[config.mk]
export PLATFORM = sky130hd
export DESIGN_NAME = multi_link_frame_receiver_top
export DESIGN_NICKNAME = d
export VERILOG_FILES = /design/src/rtl/mlfr_pkg.sv /design/src/rtl/mlfr_buffer_mem.sv /design/src/rtl/mlfr_sequencer.sv /design/src/rtl/multi_link_frame_receiver_top.sv
export SDC_FILE = /design/constraint.sdc
export NUM_CORES = 2
export LEC_CHECK = 0
export BUFFER_PORTS_ARGS = -buffer_cell sky130_fd_sc_hd__clkbuf_2
export CAP_MARGIN = 20
export CELL_PAD_IN_SITES_DETAIL_PLACEMENT = 1
export CELL_PAD_IN_SITES_GLOBAL_PLACEMENT = 1
export CORE_UTILIZATION = 35
export DETAILED_ROUTE_END_ITERATION = 8
export PLACE_DENSITY = 0.59
export RECOVER_POWER = 25
export SYNTH_ARGS = -nofsm -noshare
export SYNTH_HDL_FRONTEND = slang
export SYNTH_SLANG_ARGS = --single-unit
[constraint.sdc]
create_clock -name clock -period 7.05 [get_ports clock]
set_input_delay 1.7625 -clock clock [delete_from_list [all_inputs] [get_ports clock]]
set_output_delay 1.7625 -clock clock [all_outputs]
set_load 0.01 [all_outputs]
[src/rtl/mlfr_pkg.sv]
`timescale 1ns / 1ps

package mlfr_pkg;

   localparam int unsigned BYTE_W        = 8;
   localparam int unsigned LINK_W        = 2;
   localparam int unsigned LEN_W         = 6;
   localparam int unsigned HEADER_BYTES  = 8;   // start byte, six header fields, length byte
   localparam int unsigned START_POS     = 0;
   localparam int unsigned LENGTH_POS    = 7;
   localparam int unsigned HEADER_FIELDS = 6;

   typedef enum logic [2:0] {
      ST_IDLE,
      ST_CHK_START,
      ST_CHK_LEN,
      ST_HDR,
      ST_OUT_LOAD,
      ST_OUT_WAIT
   } state_type;

   // Result payload, last field in the lowest bits.
   typedef struct packed {
      logic [BYTE_W-1:0] payload_byte;
      logic [LEN_W-1:0]  payload_length;
      logic [BYTE_W-1:0] msg_kind;
      logic [BYTE_W-1:0] ack_code;
      logic [BYTE_W-1:0] command_code;
      logic [BYTE_W-1:0] child_index;
      logic [BYTE_W-1:0] destination_id;
      logic [BYTE_W-1:0] sender_id;
      logic [LINK_W-1:0] frame_link;
   } rsp_type;

   localparam int unsigned RSP_DATA_W = $bits(rsp_type);

endpackage

[src/rtl/mlfr_buffer_mem.sv]
`timescale 1ns / 1ps

module mlfr_buffer_mem
   import mlfr_pkg::*;
#(
   parameter int unsigned DEPTH = 192
) (
   input  logic                       clock,
   input  logic                       wr_en,
   input  logic [$clog2(DEPTH)-1:0]   wr_addr,
   input  logic [BYTE_W-1:0]          wr_data,
   input  logic [$clog2(DEPTH)-1:0]   rd_addr,
   output logic [BYTE_W-1:0]          rd_data
);

   logic [BYTE_W-1:0] buffer_ff [DEPTH];
   logic [BYTE_W-1:0] rd_data_ff;

   always_ff @(posedge clock) begin
      if (wr_en) begin
         buffer_ff[wr_addr] <= wr_data;
      end
   end

   // registered read
   always_ff @(posedge clock) begin
      rd_data_ff <= buffer_ff[rd_addr];
   end

   assign rd_data = rd_data_ff;

endmodule

[src/rtl/mlfr_sequencer.sv]
`timescale 1ns / 1ps

module mlfr_sequencer
   import mlfr_pkg::*;
#(
   parameter int unsigned BUFFER_BYTES = 64,
   parameter int unsigned LINK_COUNT   = 3
) (
   input  logic                                          clock,
   input  logic                                          reset,
   input  logic                                          req_tvalid,
   output logic                                          req_tready,
   input  logic [BYTE_W-1:0]                             req_tdata,
   input  logic [LINK_W-1:0]                             req_tuser,
   input  logic [BYTE_W-1:0]                             start_marker,
   output logic                                          mem_wr_en,
   output logic [$clog2(LINK_COUNT*BUFFER_BYTES)-1:0]    mem_wr_addr,
   output logic [BYTE_W-1:0]                             mem_wr_data,
   output logic [$clog2(LINK_COUNT*BUFFER_BYTES)-1:0]    mem_rd_addr,
   input  logic [BYTE_W-1:0]                             mem_rd_data,
   output logic                                          rsp_tvalid,
   input  logic                                          rsp_tready,
   output logic [RSP_DATA_W-1:0]                         rsp_tdata,
   output logic                                          rsp_tuser,
   output logic                                          rsp_tlast
);

   localparam int unsigned DEPTH  = LINK_COUNT * BUFFER_BYTES;
   localparam int unsigned ADDR_W = $clog2(DEPTH);
   localparam int unsigned POS_W  = $clog2(BUFFER_BYTES);
   localparam int unsigned CNT_W  = $clog2(BUFFER_BYTES + 1);
   localparam int unsigned SLOT_W = (LINK_COUNT > 1) ? $clog2(LINK_COUNT) : 1;
   localparam int unsigned CMP_W  = BYTE_W + 1;

   // map a logical buffer position onto the ring, starting at the head
   function automatic logic [POS_W-1:0] ring_pos(input logic [POS_W-1:0] head,
                                                 input logic [POS_W-1:0] pos);
      logic [POS_W:0] sum;
      sum = {1'b0, head} + {1'b0, pos};
      if (sum >= (POS_W+1)'(BUFFER_BYTES)) begin
         sum = sum - (POS_W+1)'(BUFFER_BYTES);
      end
      return sum[POS_W-1:0];
   endfunction

   function automatic logic [ADDR_W-1:0] mem_addr(input logic [SLOT_W-1:0] slot,
                                                  input logic [POS_W-1:0]  pos);
      logic [ADDR_W-1:0] base;
      base = ADDR_W'(slot) * ADDR_W'(BUFFER_BYTES);
      return base + ADDR_W'(pos);
   endfunction

   state_type state_ff, state_in;

   logic [CNT_W-1:0]  idx_ff  [LINK_COUNT];
   logic [CNT_W-1:0]  idx_in  [LINK_COUNT];
   logic [POS_W-1:0]  head_ff [LINK_COUNT];
   logic [POS_W-1:0]  head_in [LINK_COUNT];

   logic [SLOT_W-1:0] slot_ff, slot_in;
   logic [LINK_W-1:0] link_ff, link_in;
   logic [POS_W-1:0]  head_cur_ff, head_cur_in;
   logic [CNT_W-1:0]  cnt_ff, cnt_in;
   logic [POS_W-1:0]  pos_ff, pos_in;
   logic [LEN_W-1:0]  len_ff, len_in;
   logic [LEN_W-1:0]  item_ff, item_in;
   logic [BYTE_W-1:0] hdr_ff [HEADER_FIELDS];
   logic [BYTE_W-1:0] hdr_in [HEADER_FIELDS];
   rsp_type           rsp_ff, rsp_in;
   logic              rsp_valid_ff, rsp_valid_in;
   logic              rsp_last_ff, rsp_last_in;
   logic              rsp_user_ff, rsp_user_in;

   logic              link_ok;
   logic [SLOT_W-1:0] req_slot;
   logic [CNT_W-1:0]  cur_idx;
   logic [POS_W-1:0]  cur_head;
   logic [POS_W-1:0]  wr_pos;
   logic [CNT_W-1:0]  n_new;
   logic              accept;
   logic              start_ok;
   logic              frame_done;
   logic              last_item;
   logic [SLOT_W-1:0] rd_slot;
   logic [POS_W-1:0]  rd_head;
   logic [POS_W-1:0]  rd_pos;

   assign link_ok  = (req_tuser != '0) && ({1'b0, req_tuser} <= (LINK_W+1)'(LINK_COUNT));
   assign req_slot = SLOT_W'(req_tuser - 1'b1);
   assign cur_idx  = idx_ff[req_slot];
   assign cur_head = head_ff[req_slot];
   // wrap a full buffer before the byte is stored
   assign wr_pos   = (cur_idx >= CNT_W'(BUFFER_BYTES)) ? '0 : POS_W'(cur_idx);
   assign n_new    = CNT_W'(wr_pos) + 1'b1;

   assign req_tready = (state_ff == ST_IDLE);
   assign accept     = req_tvalid && req_tready && link_ok;

   assign start_ok   = (mem_rd_data == start_marker);
   assign frame_done = (CMP_W'(cnt_ff) >= (CMP_W'(HEADER_BYTES) + CMP_W'(mem_rd_data)));
   assign last_item  = (len_ff == '0) || (LEN_W'(item_ff + 1'b1) == len_ff);

   // next state
   always_comb begin
      state_in = state_ff;
      unique case (state_ff)
         ST_IDLE: begin
            if (accept && (n_new >= CNT_W'(HEADER_BYTES))) begin
               state_in = ST_CHK_START;
            end
         end
         ST_CHK_START: begin
            state_in = start_ok ? ST_CHK_LEN : ST_IDLE;
         end
         ST_CHK_LEN: begin
            state_in = frame_done ? ST_HDR : ST_IDLE;
         end
         ST_HDR: begin
            if (pos_ff == POS_W'(HEADER_FIELDS)) begin
               state_in = ST_OUT_LOAD;
            end
         end
         ST_OUT_LOAD: begin
            state_in = ST_OUT_WAIT;
         end
         ST_OUT_WAIT: begin
            if (rsp_tready) begin
               state_in = rsp_last_ff ? ST_IDLE : ST_OUT_LOAD;
            end
         end
         default: begin
            state_in = ST_IDLE;
         end
      endcase
   end

   // read position for the byte needed in the next state
   always_comb begin
      rd_slot = slot_ff;
      rd_head = head_cur_ff;
      rd_pos  = '0;
      unique case (state_ff)
         ST_IDLE: begin
            rd_slot = req_slot;
            rd_head = cur_head;
            rd_pos  = POS_W'(START_POS);
         end
         ST_CHK_START: begin
            rd_pos = POS_W'(LENGTH_POS);
         end
         ST_CHK_LEN: begin
            rd_pos = POS_W'(1);
         end
         ST_HDR: begin
            rd_pos = (pos_ff == POS_W'(HEADER_FIELDS)) ? POS_W'(HEADER_BYTES)
                                                      : POS_W'(pos_ff + 1'b1);
         end
         ST_OUT_LOAD, ST_OUT_WAIT: begin
            rd_pos = POS_W'(HEADER_BYTES) + POS_W'(item_ff) + POS_W'(1);
         end
         default: begin
            rd_pos = '0;
         end
      endcase
   end

   assign mem_rd_addr = mem_addr(rd_slot, ring_pos(rd_head, rd_pos));
   assign mem_wr_addr = mem_addr(req_slot, ring_pos(cur_head, wr_pos));
   assign mem_wr_data = req_tdata;

   // datapath and per-link state updates
   always_comb begin
      mem_wr_en    = 1'b0;
      idx_in       = idx_ff;
      head_in      = head_ff;
      slot_in      = slot_ff;
      link_in      = link_ff;
      head_cur_in  = head_cur_ff;
      cnt_in       = cnt_ff;
      pos_in       = pos_ff;
      len_in       = len_ff;
      item_in      = item_ff;
      hdr_in       = hdr_ff;
      rsp_in       = rsp_ff;
      rsp_valid_in = rsp_valid_ff;
      rsp_last_in  = rsp_last_ff;
      rsp_user_in  = rsp_user_ff;
      unique case (state_ff)
         ST_IDLE: begin
            if (accept) begin
               mem_wr_en         = 1'b1;
               idx_in[req_slot]  = n_new;
               slot_in           = req_slot;
               link_in           = req_tuser;
               head_cur_in       = cur_head;
               cnt_in            = n_new;
            end
         end
         ST_CHK_START: begin
            if (!start_ok) begin
               // slide: advance the ring head by one byte
               head_in[slot_ff] = ring_pos(head_cur_ff, POS_W'(1));
               idx_in[slot_ff]  = CNT_W'(cnt_ff - 1'b1);
            end
         end
         ST_CHK_LEN: begin
            if (frame_done) begin
               len_in          = LEN_W'(mem_rd_data);
               idx_in[slot_ff] = '0;
               pos_in          = POS_W'(1);
               item_in         = '0;
            end
         end
         ST_HDR: begin
            for (int k = 0; k < HEADER_FIELDS - 1; k++) begin
               hdr_in[k] = hdr_ff[k+1];
            end
            hdr_in[HEADER_FIELDS-1] = mem_rd_data;
            pos_in = POS_W'(pos_ff + 1'b1);
         end
         ST_OUT_LOAD: begin
            rsp_in.frame_link     = link_ff;
            rsp_in.sender_id      = hdr_ff[0];
            rsp_in.destination_id = hdr_ff[1];
            rsp_in.child_index    = hdr_ff[2];
            rsp_in.command_code   = hdr_ff[3];
            rsp_in.ack_code       = hdr_ff[4];
            rsp_in.msg_kind       = hdr_ff[5];
            rsp_in.payload_length = len_ff;
            rsp_in.payload_byte   = (len_ff == '0) ? '0 : mem_rd_data;
            rsp_user_in           = (len_ff != '0);
            rsp_last_in           = last_item;
            rsp_valid_in          = 1'b1;
         end
         ST_OUT_WAIT: begin
            if (rsp_tready) begin
               rsp_valid_in = 1'b0;
               item_in      = LEN_W'(item_ff + 1'b1);
            end
         end
         default: begin
            rsp_valid_in = 1'b0;
         end
      endcase
   end

   always_ff @(posedge clock) begin
      if (reset) begin
         state_ff     <= ST_IDLE;
         rsp_valid_ff <= 1'b0;
         for (int k = 0; k < LINK_COUNT; k++) begin
            idx_ff[k]  <= '0;
            head_ff[k] <= '0;
         end
      end else begin
         state_ff     <= state_in;
         rsp_valid_ff <= rsp_valid_in;
         idx_ff       <= idx_in;
         head_ff      <= head_in;
      end
   end

   always_ff @(posedge clock) begin
      slot_ff     <= slot_in;
      link_ff     <= link_in;
      head_cur_ff <= head_cur_in;
      cnt_ff      <= cnt_in;
      pos_ff      <= pos_in;
      len_ff      <= len_in;
      item_ff     <= item_in;
      hdr_ff      <= hdr_in;
      rsp_ff      <= rsp_in;
      rsp_last_ff <= rsp_last_in;
      rsp_user_ff <= rsp_user_in;
   end

   assign rsp_tvalid = rsp_valid_ff;
   assign rsp_tdata  = rsp_ff;
   assign rsp_tuser  = rsp_user_ff;
   assign rsp_tlast  = rsp_last_ff;

endmodule

[src/rtl/multi_link_frame_receiver_top.sv]
`timescale 1ns / 1ps

// Multi-link frame receiver. Bytes arrive one transaction at a time, each
// tagged with a link number (1 to LINK_COUNT; any other number is dropped
// without effect). Every link keeps its own BUFFER_BYTES ring in a shared
// single-write, single-read synchronous memory with a registered read; a
// per-link fill count and ring head live in flip-flops, so sliding the
// buffer down by one byte is a head advance, never a copy. A frame is
// the start marker (csr register), six header bytes, a length byte and
// that many payload bytes; a completed frame comes out as one result
// transaction per payload byte, or one result with tuser low for an
// empty payload, and tlast marks the final one. Each input byte is
// stored; once the link holds eight bytes or more, the start byte is read
// back and, if it does not match, the buffer slides; else the length is
// read back as well, and for a completing byte the six header bytes are
// read and the results sent out, waiting whenever the result side stalls.
// All reads go through the one memory read port, which the sequencer
// walks one byte at a time. One byte or frame is processed at a time:
// req_tready is low until the last result is taken. The buffer memory
// needs no clearing pass after reset.

module multi_link_frame_receiver_top
   import mlfr_pkg::*;
#(
   parameter int unsigned BUFFER_BYTES = 64,
   parameter int unsigned LINK_COUNT   = 3
) (
   input  logic                  clock,
   input  logic                  reset,
   // input byte channel
   input  logic                  req_tvalid,
   output logic                  req_tready,
   input  logic [BYTE_W-1:0]     req_tdata,    // [7:0] rx_byte
   input  logic [LINK_W-1:0]     req_tuser,    // [1:0] link_number
   // result channel
   output logic                  rsp_tvalid,
   input  logic                  rsp_tready,
   // [1:0] frame_link, [9:2] sender_id, [17:10] destination_id,
   // [25:18] child_index, [33:26] command_code, [41:34] ack_code,
   // [49:42] msg_kind, [55:50] payload_length, [63:56] payload_byte
   output logic [RSP_DATA_W-1:0] rsp_tdata,
   output logic                  rsp_tuser,    // [0] payload_valid
   output logic                  rsp_tlast,    // last_of_frame
   // start marker register write
   input  logic                  csr_valid,
   output logic                  csr_ready,
   input  logic [BYTE_W-1:0]     csr_data
);

   localparam int unsigned DEPTH  = LINK_COUNT * BUFFER_BYTES;
   localparam int unsigned ADDR_W = $clog2(DEPTH);

   logic [BYTE_W-1:0] start_marker_ff, start_marker_in;
   logic              mem_wr_en;
   logic [ADDR_W-1:0] mem_wr_addr;
   logic [BYTE_W-1:0] mem_wr_data;
   logic [ADDR_W-1:0] mem_rd_addr;
   logic [BYTE_W-1:0] mem_rd_data;

   // register writes are always taken; the user must write only while the block is idle (not enforced here)
   assign csr_ready       = 1'b1;
   assign start_marker_in = (csr_valid && csr_ready) ? csr_data : start_marker_ff;

   always_ff @(posedge clock) begin
      if (reset) begin
         start_marker_ff <= '0;
      end else begin
         start_marker_ff <= start_marker_in;
      end
   end

   // per-link byte rings
   mlfr_buffer_mem #(
      .DEPTH (DEPTH)
   ) u_buffer_mem (
      .clock   (clock),
      .wr_en   (mem_wr_en),
      .wr_addr (mem_wr_addr),
      .wr_data (mem_wr_data),
      .rd_addr (mem_rd_addr),
      .rd_data (mem_rd_data)
   );

   // store, start check, slide, header fetch and result readout
   mlfr_sequencer #(
      .BUFFER_BYTES (BUFFER_BYTES),
      .LINK_COUNT   (LINK_COUNT)
   ) u_sequencer (
      .clock        (clock),
      .reset        (reset),
      .req_tvalid   (req_tvalid),
      .req_tready   (req_tready),
      .req_tdata    (req_tdata),
      .req_tuser    (req_tuser),
      .start_marker (start_marker_ff),
      .mem_wr_en    (mem_wr_en),
      .mem_wr_addr  (mem_wr_addr),
      .mem_wr_data  (mem_wr_data),
      .mem_rd_addr  (mem_rd_addr),
      .mem_rd_data  (mem_rd_data),
      .rsp_tvalid   (rsp_tvalid),
      .rsp_tready   (rsp_tready),
      .rsp_tdata    (rsp_tdata),
      .rsp_tuser    (rsp_tuser),
      .rsp_tlast    (rsp_tlast)
   );

   // no new byte is taken while a result is pending
   a_no_overlap: assert property (@(posedge clock) disable iff (reset)
      !(req_tready && rsp_tvalid))
      else $error("input accepted while a result is pending");

   // an empty payload gives exactly one result, with a zero data byte
   a_empty_frame: assert property (@(posedge clock) disable iff (reset)
      (rsp_tvalid && !rsp_tuser) |-> (rsp_tlast && (rsp_tdata[63:56] == 8'd0)))
      else $error("empty-payload result not single or not zeroed");

   // results only name a link that exists
   a_link_range: assert property (@(posedge clock) disable iff (reset)
      rsp_tvalid |-> ((rsp_tdata[1:0] != 2'd0) &&
                      ({1'b0, rsp_tdata[1:0]} <= 3'(LINK_COUNT))))
      else $error("result carries an invalid link number");

   // a byte on a nonexistent link is dropped without leaving idle
   a_bad_link_drop: assert property (@(posedge clock) disable iff (reset)
      (req_tvalid && req_tready &&
       ((req_tuser == 2'd0) || ({1'b0, req_tuser} > 3'(LINK_COUNT))))
      |=> req_tready)
      else $error("byte on an invalid link started processing");

endmodule
==> metrics.csv <==
stage;metric;value;unit
run_status;status;finished, violations left;
run_status;failing checks;capacitance limit, slew limit;
die;Die W;444;um
timing;Fin Clk Skew;0.0477;ns
die;Die Ht;444;um
clock_network;H-tree levels;4;
yosys;Synth top area share;0.741;
worst_setup_path;Crit-path slowest cell;nor2_1;
timing;RSZ-0062 raised after global routing;false;
timing;Final Hold Vio Count;0;
timing;Setup violations, final;0;
yosys;ys async rst share;0;
timing;f_max;157;MHz
timing;setup TNS;0;ns
layout;commonest non-fill, non-tap cell in the layout;edfxtp_1;
power_and_ir_drop;Int Power;17.3;mW
power_and_ir_drop;maximum vdd drop;0.000226;V
grt;vias in the first global route;35694;
clock_network;Worst-path clk slew;0.06;ns
routing;Pre-antenna DRT Iters;5;
grt;grt ovf;0;
routing;DRT Wirelength;178000;um
grt;global-route wire length before repair;260000;um
yosys;flops & latches, synth;1744;
grt;initial antenna violation count;2;
power_and_ir_drop;sequential power share;0.525;
placed_design;DP HPWL;112000;um
yosys;biggest area consumer among synthesized cells;edfxtp_1;
yosys;Seq/Total Area, Yosys;0.759;
worst_setup_path;crit end category;register;
layout;layout cells sized above 1;0.266;
yosys;Synth Cell Area;68300;um2
power_and_ir_drop;leak pwr;25.3;nW
worst_setup_path;R2R Path End;u_buffer_mem.rd_data[7];
placed_design;Final GP Congestion;0.800;
worst_setup_path;worst-path cell chain;clkbuf_1, inv_1, ha_1, buf_4, mux2i_1, o2bb2ai_1, nor2_1, ha_1, a21o_1, a21oi_1, o21bai_1, a21oi_1, xnor2_1, nor2_1, nand2_1, nor2_1;
yosys;dominant synthesized flop cell;edfxtp_1;
yosys;Syn Inst Count;3370;
yosys;yosys synthesis warning count;0;
job;number of max-cap violations;12;
grt;Total GRT Usage;0.181;
power_and_ir_drop;Sw Ratio;0.205;
clock_network;worst skew pair latency;0.85;ns
clock_network;CTS Buffer Depth;3;
yosys;net count after synthesis;3424;
power_and_ir_drop;power share of the clock group;0.460;
worst_setup_path;Arr. time, crit path;6.81;ns
worst_setup_path;CP max stage delay;0.92;ns
clock_network;CTS-repair resized insts;0;
worst_setup_path;reg-to-reg slack, setup;1.50;ns
grt;largest net degree at the start of global routing;165;
timing;Slew @ Worst Pin;5.50;ns
yosys;EDFF count, synth;1685;
layout;area grow syn2layout;15.9;%
worst_setup_path;CP Class;in2reg;
yosys;mean post-synth cell area;20.3;um2
placed_design;Cell Count Post-Placement;6016;
routing;Starting DRT DRC Count;2908;
yosys;distinct cell type count after synthesis;62;
routing;total number of vias;33918;
yosys;Synth area leaders;edfxtp_1 74%, mux4_2 14%, dfxtp_1 1.7%;
routing;antenna violation net count after detailed routing;0;
worst_setup_path;Top Family by Delay on Critical Path;simple AND/OR/NAND/NOR gates;
power_and_ir_drop;Combinational Power Share;0.015;
power_and_ir_drop;PwrDens;275;nW/um2
timing;final worst-path cycle share;0.906;
worst_hold_path;HP Class;reg2reg;
clock_network;clock sinks;1744;
routing;Via density;5.34;
die;num ports;92;
power_and_ir_drop;switching power;4.46;mW
die;total core area;193000;um2
worst_setup_path;Worst Path Buf+Inv;3;
clock_network;CTS tree;yes;
layout;Filler Cell Count;18318;
worst_hold_path;Min-Delay Endpoint;u_sequencer.rsp_tdata[4];
clock_network;# Post-CTS Setup Buffers;0;
worst_setup_path;Max FO, Critical Path;16;
worst_hold_path;Worst Hold Launch;u_sequencer.hdr_ff[42];
worst_setup_path;Worst Reg2Reg Path Length in Cells;12;
die;Starting Density;0.353;
worst_setup_path;reg2reg start;u_sequencer.state_ff[0];
layout;Final #Nets;3729;
worst_hold_path;worst hold stages;0;
clock_network;Post-CTS Hold Buffers;0;
die;num rows;161;
clock_network;root buf cell;clkbuf_16;
routing;routed len/inst;28.1;um
die;die area;197000;um2
worst_setup_path;nature of the critical path startpoint;primary input;
worst_setup_path;Worst EP required;7.48;ns
clock_network;total CTS buffers;181;
timing;min cycle time layout;6.38;ns
layout;most frequent cells in the layout;1685 x edfxtp_1, 420 x mux4_2, 286 x nor2_1;
worst_setup_path;CP dominant cell by count;nor2_1;
placed_design;input/output buffers;90;
timing;Slew Limit Fails;941;
timing;Worst slew margin;-2.67;
routing;DRC viols;0;
layout;Final Non-Filler Cells;6355;
==> flip-flops by register name, indices dropped and copies added (netlist names), 7 cells and up <==
name,flops
u_sequencer.cnt_ff,7
u_sequencer.head_ff,18
u_buffer_mem.rd_data,8
u_sequencer.hdr_ff,48
u_sequencer.idx_ff,21
u_buffer_mem.buffer_ff,1536
u_sequencer.rsp_tdata,64
start_marker_ff,8
==> synth_stat cells (18+ instances only) <==
library cell,n
edfxtp_1,1685
mux4_2,420
nor2_1,289
nand2_1,182
mux2i_1,80
clkbuf_1,73
nand3_1,63
dfxtp_1,59
buf_2,56
buf_4,38
o22ai_1,38
xnor2_1,35
ha_1,29
inv_1,28
a22oi_1,27
mux2_2,20
o21ai_0,20
xor2_1,18
==> power groups by stage <==
stage | clock network [mW] | logic (mW) | registers [mW]
2_1_floorplan | 0 | 0.0996 | 11.6
3_3_place_gp | 0 | 0.333 | 11.6
3_5_place_dp | 0 | 0.345 | 11.6
4_1_cts | 10.2 | 0.343 | 11.4
5_1_grt | 10.6 | 0.357 | 11.4
6_report | 9.99 | 0.330 | 11.4
==> layer usage <==
metal,part of all wire,vias up,global-route usage
met5,0,-,0
met4,0.020,0,0.0475
met3,0.047,200,0.0260
li1,-,14379,-
met2,0.48,909,0.294
met1,0.45,18430,0.256
==> kinds of logic after synthesis <==
| logic type | share of synthesized area |
|---|---|
| multiplexers | 0.154 |
| XOR/XNOR | 0.00753 |
| AND/OR/NAND/NOR | 0.0370 |
| adder cells (fa/ha/maj) | 0.00590 |
| AO/OA/AOI/OAI | 0.0220 |
| flip-flops | 0.759 |
| other | 0.0000549 |
| buffers and inverters | 0.0154 |
==> worst max-delay path by stage <==
stage                  from                             end  cells past startpoint
2_1_floorplan  req_tuser[0]         u_buffer_mem.rd_data[1]                     21
3_3_place_gp   req_tuser[1]         u_buffer_mem.rd_data[7]                     18
3_5_place_dp   req_tuser[1]  u_buffer_mem.buffer_ff[159][5]                     16
4_1_cts        req_tuser[1]  u_buffer_mem.buffer_ff[144][4]                     16
5_1_grt        req_tuser[1]  u_buffer_mem.buffer_ff[144][4]                     16
6_report       req_tuser[1]  u_buffer_mem.buffer_ff[144][4]                     16
==> cell type report <==
class | instances | area [um2] | area share
Timing Repair Buffer | 301 | 2280 | 0.0288
Clock buffer | 212 | 4690 | 0.0593
Multi-Input combinational cell | 1418 | 15500 | 0.196
Inverter | 29 | 109 | 0.00138
Sequential cell | 1744 | 51800 | 0.655
Clock inverter | 124 | 1560 | 0.0197
Antenna cell | 1 | 2.50 | 0.0000316
Tap cell | 2526 | 3160 | 0.0400
==> per-stage QoR <==
step,hold WS (ns),total power [mW],util,setup slack (ns),area (um2)
floorplan,0.400,11.7,-,1.04,68300
global placement,0.403,12.0,0.377,0.111,72900
detailed placement,0.407,12.0,0.377,0.0780,72900
CTS,0.410,21.9,0.410,0.906,79200
global route,0.422,22.3,0.409,0.313,79100
finish,0.414,21.7,0.409,0.666,79100
No activity file was read; power rests on OpenSTA's default activity.
